--- config.mk ---
export PLATFORM = sky130hd
export DESIGN_NAME = nspc_ram
export DESIGN_NICKNAME = d
export VERILOG_FILES = /design/src/hw/rtl/nspc_ram.sv
export SDC_FILE = /design/constraint.sdc
export NUM_CORES = 1
export LEC_CHECK = 0
export BUFFER_PORTS_ARGS = -buffer_cell sky130_fd_sc_hd__buf_2
export CELL_PAD_IN_SITES_DETAIL_PLACEMENT = 0
export CELL_PAD_IN_SITES_GLOBAL_PLACEMENT = 1
export CORE_MARGIN = 5
export CORE_UTILIZATION = 40
export CTS_BUF_LIST = sky130_fd_sc_hd__clkbuf_8
export CTS_CLUSTER_SIZE = 10
export DETAILED_ROUTE_END_ITERATION = 8
export GPL_ROUTABILITY_DRIVEN = 1
export PLACE_DENSITY_LB_ADDON = 0.1
export SLEW_MARGIN = 20
export SYNTH_ARGS = -nofsm -noshare
export SYNTH_HDL_FRONTEND = slang
export SYNTH_SLANG_ARGS = --single-unit
--- constraint.sdc ---
create_clock -name clk -period 1.6 [get_ports clk]
set_clock_uncertainty 0.05 [all_clocks]
set_input_delay 0.16 -clock clk [delete_from_list [all_inputs] [get_ports clk]]
set_output_delay 0.16 -clock clk [all_outputs]
set_load 0.1 [all_outputs]
--- src/hw/rtl/nspc_ram.sv ---
`timescale 1ns / 1ps

// Simple dual-port RAM, one write and one read port, registered read
module nspc_ram #(
    parameter int WIDTH = 8,
    parameter int DEPTH = 16
) (
    input  logic                                         clk,
    input  logic                                         we,
    input  logic [((DEPTH > 1) ? $clog2(DEPTH) : 1)-1:0] waddr,
    input  logic [WIDTH-1:0]                             wdata,
    input  logic [((DEPTH > 1) ? $clog2(DEPTH) : 1)-1:0] raddr,
    output logic [WIDTH-1:0]                             rdata
);

    logic [WIDTH-1:0] mem [DEPTH];

    // Write port
    always_ff @(posedge clk)
    begin
        if (we)
        begin
            mem[waddr] <= wdata;
        end
    end

    // Read port, old data on a same-address write
    always_ff @(posedge clk)
    begin
        rdata <= mem[raddr];
    end

endmodule

* After elaboration in Yosys (flattened, before gate mapping)
Memories as Yosys holds them, arrays and structs flattened. A register that Yosys moved wholly into a read port is not among the register bits.
Index checks and enable logic that the tools add are counted.
** Storage, ports and cells
- Input bits :: 18
- Latch bits :: 0
- Memories kept :: 1
- Register bits :: 0
- Logic and storage cells :: 3
- Bits in read-only memories :: 0
- Memory bits (writable) :: 128
- Output and inout bits :: 8
** Operators by class
- Equality and inequality tests :: 0
- Add/sub/neg operators :: 0
- Multiply operators :: 0
- Divide/modulo/power cells :: 0
- Order comparisons :: 0
- Bitwise operators :: 0
- Reduce and logical (&&, ||, !) cells :: 0
- Muxes and demuxes :: 2
- Shift operators :: 0
** Memory list
- mem :: depth 16, width 8, read ports 1, clocked after memory_dff 1, wr ports 1, line 16 : logic [WIDTH-1:0] mem [DEPTH];
** Operator list (number)
- 2-to-1 mux 1 bit :: 2

* Logic depth before layout (Yosys ltp)
Gate-level depths: netlist of the first run.
- Word-level depth :: 2
- Depth in mapped cells :: 5
- Depth with buffers taken out :: 3

* Least setup slack after synthesis of the first run
Ideal clock, no wire load.
- Path kind :: input-to-reg
- From :: input waddr[2] (netlist bit)
- To :: memory mem[0][0], enable pin
- Library setup time :: 0.383 ns
- Data arrival time :: 1.270 ns
- Path buffers :: 0
- Stages :: 2
- Required time :: 1.167 ns
- Slack :: -0.103 ns
- Cell sequence :: or3b_2 -> nor3_1
** RTL lines
- from (decl) :: line 10 : input logic [((DEPTH > 1) ? $clog2(DEPTH) : 1)-1:0] waddr,
- to (decl) :: line 16
No word-level cell before the write port.

==> results.ini, run 1 <==
[yosys]
synth.most_common_cell = edfxtp_1
synth_adder_area_share_pct = 0
syn_nets = 247
synth_compound_area_share_pct = 2.33
ys_warn_count = 0
ys_types = 19
syn-cell-area_um2 = 5150
synthCells = 229
ys_ff_latch = 136
synth_top_cell_area_share_pct = 74.7
synth_xor_area_share_pct = 0
synth_top_family_by_area = multiplexers
seq_area_frac_synth_pct = 77.8
synthMuxAreaShare_pct = 15.0
synth_ff_type = edfxtp_1
synth_top_area_cell = edfxtp_1
synth_edf_count = 128
synth_area_leaders = edfxtp_1 (75%), mux4_2 (7.9%), mux4_1 (7.1%)
ys_async_sr_fraction_pct = 0
avgSynthCellArea_um2 = 22.5
synth_simple_gate_area_share_pct = 3.18
synthTopCellsByCount = edfxtp_1 (128), mux4_2 (18), a22oi_1 (16)

[clocking]
numCtsBuffers = 17
clockBufferDepth = 2
cts_resized = 0
htreeDepth = 4
postCtsSetupBuffers = 0
clkTransAtPathRegs_ns = 0.07
cts_tree = built
clockRootBuffer = clkbuf_8
ctsHoldBuffers = 0
cts_sinks = 136
clkLatencyLatePin_ns = 0.43

[sta]
setup_violations = 0
slew_violations = 0
setup_slack_ns = 0.193
timing.final.crit_share_pct = 88.0
hold_viol = 0
period_minus_slack_ns = 1.41
holdWs_ns = 0.0682
max_freq_mhz = 711
rsz0062_at_grt = false
maxSlewHeadroom_pct = 44.1
worst_pin_slew_ns = 0.837

[setup_path]
worst-setup-path-type = reg2reg
worstPathMaxFanout = 1
cp-start-kind = flip-flop
arrival_ns = 1.67
reg2reg_depth = 3
cp.required_ns = 1.86
end_kind = flip-flop

[floorplanning]
num_rows = 41
core_um2 = 12600
die_y_um = 123
die_x_um = 123
io_pins = 26
dieArea_um2 = 15200
start_util_pct = 40.8

[detailed_routing]
route.vias.total = 2441
m1WireLength_um = 4520
drt-total-wl_um = 10000
post-route-drc-count = 0
routed_via_density = 5.13
drtIter0Drc = 108
wl_met2_um = 4770
wl_per_cell_um = 21.1
routed.top_layer = met4
drtPass1Iterations = 4
ant_nets = 0
wl_met3_um = 550

[final_layout]
nets = 309
final_util_pct = 47.4
drive_gt1_share_pct = 32.2
diodes = 0
syn2layout_area_growth_pct = 16.3

[power]
power.share.switching_pct = 22.4
p_per_area_nw_per_um2 = 1160
ir_worst_vdd_mv = 0.512
power.internal_mw = 5.38
clkPwrFrac_pct = 34.4
pwr-share-seq_pct = 57.7
p_leak_nw = 2.06
pwr-share-comb_pct = 8.0
netSwitchingPower_mw = 1.55

[place]
gp_congestion = 0.663
pre_cts_slack_ns = -0.0510
port_buffers = 25
dpl.hpwl_um = 6620

[global_routing]
antenna_found_initial = 0
grt_max_degree = 22
grt.total_usage_pct = 14.5
grt_pass1_vias = 2571
grt_pass1_wl_um = 15100
globalRouteOverflowTotal = 0

[flow_run]
maxCapViolations = 0

[hold_path]
hold_path_class = in2reg
hold_depth = 1

[run_status]
status = completed

[cells in the final DEF (no fill, tap or decap)]
cell type  instances
nor2b_1            1
clkinv_2           3
buf_2             25
inv_1              7
clkbuf_8          22
or3b_2             1
buf_12             2
a22oi_1           16
edfxtp_1         128
nor2_1            13
nand3b_1           2
mux4_1            14
mux4_2            18
and2b_1            1
nand3_1            1
dfxtp_1            8
and2_1             1
buf_4             26
nor3_2             1
nor3_1             3
nand2b_1           2
nand2_1            9
[per-stage QoR]
step	setup TNS [ns]	instance area [um^2]	total power [mW]	cells
after global placement	-0.0139	5640	4.63	444
after floorplan	0	5150	4.45	229
after detailed placement	-0.0571	5640	4.64	444
final	0	5990	6.93	476
after CTS	0	5990	7.03	476
after global routing	0	5990	7.20	476
[critical path, stage by stage (launching register included)]
cell and delay (ns):
edfxtp_1 0.37, mux4_1 0.50, a22oi_1 0.28, nand2_1 0.09
[layer usage]
layer,up-vias,GRT usage (%)
met5,-,0
met4,0,6.23
met3,19,4.62
met2,62,22.0
met1,1267,19.5
li1,1093,-
[power by group through the flow]
stage                     Sequential, mW  Combinational (mW)  Clock, mW
after detailed placement            4.08               0.561          0
after CTS                           4.00               0.563       2.47
after global routing                4.00               0.590       2.61
final                               4.00               0.553       2.38
after global placement              4.08               0.559          0
after floorplan                     4.25               0.202          0
[cells by family after synthesis]
kind of cell | after synthesis
AOI/OAI and AO/OA | 16
DFF | 136
buffers and inverters | 10
and+or+nand+nor | 35
muxes | 32
[registers in the layout (all words and copies together) (netlist names)]
name and count:
mem 128, rdata 8
[final cells by class]
type | count | area, um^2
clock inverters | 10 | 41.3
multi-input cells | 83 | 1060
clock buffers | 22 | 303
fillers | 1118 | 6630
well taps | 172 | 215
repair buffers | 53 | 360
flip-flops and latches | 136 | 4000
[final timing paths]
kind / from / to / slack, ns
min: wdata[5] / mem[10][5] / 0.07
max: mem[2][5] / rdata[5] / 0.19
max reg2reg: mem[2][5] / rdata[5] / 0.19
min reg2reg: mem[15][4] / rdata[4] / 0.63
No activity file was read; power rests on OpenSTA's default activity.
==> inputs of run 2 (changes only) <==
--- a/config.mk
+++ b/config.mk
@@ -5,7 +5,6 @@
 export SDC_FILE = /design/constraint.sdc
 export NUM_CORES = 1
 export LEC_CHECK = 0
-export BUFFER_PORTS_ARGS = -buffer_cell sky130_fd_sc_hd__buf_2
 export CELL_PAD_IN_SITES_DETAIL_PLACEMENT = 0
 export CELL_PAD_IN_SITES_GLOBAL_PLACEMENT = 1
 export CORE_MARGIN = 5
@@ -13,6 +12,7 @@
 export CTS_BUF_LIST = sky130_fd_sc_hd__clkbuf_8
 export CTS_CLUSTER_SIZE = 10
 export DETAILED_ROUTE_END_ITERATION = 8
+export DONT_BUFFER_PORTS = 1
 export GPL_ROUTABILITY_DRIVEN = 1
 export PLACE_DENSITY_LB_ADDON = 0.1
 export SLEW_MARGIN = 20
==> results.ini, run 2 (same netlist as run 1, synthesis figures left out) <==
[global_routing]
grt_max_degree = 29  ; was 22
globalRouteOverflowTotal = 0  ; unchanged
grt_pass1_wl_um = 15700  ; was 15100 um
grt_pass1_vias = 2407  ; was 2571
antenna_found_initial = 3  ; was 0
grt.total_usage_pct = 15.3  ; was 14.5%

[final_layout]
final_util_pct = 47.2  ; was 47.4%
fill_cells = 1091  ; was 1118
diodes = 0  ; unchanged
layout_common_cells = edfxtp_1 (128), buf_4 (26), mux4_2 (18)  ; was edfxtp_1 (128), buf_4 (26), buf_2 (25)
layout_commonest_cell = edfxtp_1  ; unchanged
largest_register_ffs = 128  ; unchanged
largest-register = mem  ; unchanged
syn2layout_area_growth_pct = 15.8  ; was 16.3%
drive_gt1_share_pct = 25.3  ; was 32.2%
final_cell_area_um2 = 5960  ; was 5990 um^2
largest_registers = mem x128, rdata x8  ; unchanged
nets = 294  ; was 309
final_cells = 461  ; was 476

[floorplanning]
dieArea_um2 = 15200  ; unchanged
core_um2 = 12600  ; unchanged
io_pins = 26  ; unchanged
num_rows = 41  ; unchanged
die_y_um = 123  ; unchanged
start_util_pct = 40.8  ; unchanged
die_x_um = 123  ; unchanged

[setup_path]
cp.required_ns = 1.89  ; was 1.86 ns
crit_buf_inv = 1  ; was 0
crit_path_max_incr_delay_ns = 0.79  ; was 0.50 ns
end_kind = flip-flop  ; unchanged
worst-setup-path-type = in2reg  ; was reg2reg
worstPathMaxFanout = 28  ; was 1
cp_top_family = buffers and inverters  ; was multiplexers
cpMaxStageDelayCell = dlygate4sd3_1  ; was mux4_1
arrival_ns = 1.80  ; was 1.67 ns
cp-start-kind = input port  ; was flip-flop
reg2reg_slack_ns = 0.20  ; was 0.19 ns
path_cells = dlygate4sd3_1 > mux4_1 > a22oi_1 > nand2_1  ; was mux4_1 > a22oi_1 > nand2_1

[place]
place_area_um2 = 5480  ; was 5640 um^2
port_buffers = 0  ; was 25
place_inst = 417  ; was 444
gp_congestion = 0.696  ; was 0.663
dpl.hpwl_um = 6330  ; was 6620 um

[clocking]
numCtsBuffers = 17  ; unchanged
cts_tree = built  ; unchanged
clkTransAtPathRegs_ns = 0.07  ; about the same
htreeDepth = 4  ; unchanged
clockRootBuffer = clkbuf_8  ; unchanged
cts_sinks = 136  ; unchanged
clkLatencyLatePin_ns = 0.44  ; was 0.43 ns
clockBufferDepth = 2  ; unchanged
postCtsSetupBuffers = 0  ; unchanged

[detailed_routing]
wl_per_cell_um = 22.9  ; was 21.1 um
drtPass1Iterations = 4  ; unchanged
routed_via_density = 5.17  ; was 5.13
ant_nets = 0  ; unchanged
route.vias.total = 2384  ; was 2441
drt-total-wl_um = 10600  ; was 10000 um
post-route-drc-count = 0  ; unchanged
drtIter0Drc = 159  ; was 108

[sta]
worst_pin_slew_ns = 0.811  ; was 0.837 ns
timing.final.crit_share_pct = 94.4  ; was 88.0%
maxSlewHeadroom_pct = 45.9  ; was 44.1%
hold_viol = 0  ; unchanged
setup-tns-final_ns = 0  ; unchanged
setup_violations = 0  ; unchanged
slew_violations = 0  ; unchanged
period_minus_slack_ns = 1.51  ; was 1.41 ns
max_freq_mhz = 662  ; was 711 MHz
rsz0062_at_grt = false  ; unchanged

[power]
power.internal_mw = 5.48  ; was 5.38 mW
pwr-share-comb_pct = 7.4  ; was 8.0%
clkPwrFrac_pct = 36.0  ; was 34.4%
power.share.switching_pct = 22.4  ; about the same
p_leak_nw = 1.98  ; was 2.06 nW
ir_worst_vdd_mv = 0.536  ; was 0.512 mV
pwr-share-seq_pct = 56.7  ; was 57.7%
p_total_mw = 7.06  ; was 6.93 mW
p_per_area_nw_per_um2 = 1190  ; was 1160 nW/um^2
netSwitchingPower_mw = 1.58  ; was 1.55 mW

[flow_run]
maxCapViolations = 0  ; unchanged

[hold_path]
hold_path_class = in2reg  ; unchanged

[run_status]
status = completed  ; unchanged

-- run 2: changes by cell type in the layout (fill, tap and decap cells not counted), sizes merged --
cell	before	now
buf	53	27
bufinv	0	2
clkbuf	22	17
clkinv	3	9
clkinvlp	0	1
dlygate4sd3	0	11
inv	7	3
-- run 2: area by class of cell --
cell class	instances	area [um^2]	area share [%]
clock inverter	15	120	2.02
clock buffer	17	234	3.93
multi-input combinational	83	1060	17.8
tap	172	215	3.61
sequential	136	4000	67.2
timing repair buffer	38	325	5.46
-- run 2: power groups by stage --
stage                     clock network (mW)  logic, mW  registers (mW)
final                                   2.54      0.521            4.00
after global routing                    2.79      0.551            4.01
after CTS                               2.61      0.528            4.00
after detailed placement                   0      0.441            4.08
after global placement                     0      0.440            4.08
after floorplan                            0      0.202            4.25
-- run 2: per-stage QoR --
step,worst slack (ns),hold slack [ns]
after floorplan,0.124,0.209
after global placement,0.198,0.210
after detailed placement,0.196,0.210
after CTS,0.0813,0.00230
after global routing,0.00474,0.00743
final,0.0890,0.0101
-- run 2: path summary, 6_finish.rpt --
check | to | cells past startpoint | startpoint
max | rdata[2] | 4 | raddr[0]
min | rdata[4] | 3 | raddr[1]
max reg2reg | rdata[1] | 3 | mem[5][1]
min reg2reg | rdata[2] | 3 | mem[12][2]
-- run 2: repair_timing --
item / in CTS / in global routing
endpoints found under the hold margin: 138 / 0
resized for setup: 0 / 0
hold buffers: 12 / 0
-- run 2: layer usage --
layer	GRT usage [%]	share of wire [%]	wire length (um)	vias up
li1	-	-	-	1066
met1	21.8	48	5100	1233
met2	21.7	45	4720	63
met3	5.67	5.4	574	16
met4	5.81	1.3	140	6
met5	0	0.38	40	-
-- run 2: worst min-delay path, stage by stage --
cell and delay (ns):
mux4_2 0.16, a22oi_1 0.08, nand2_1 0.06
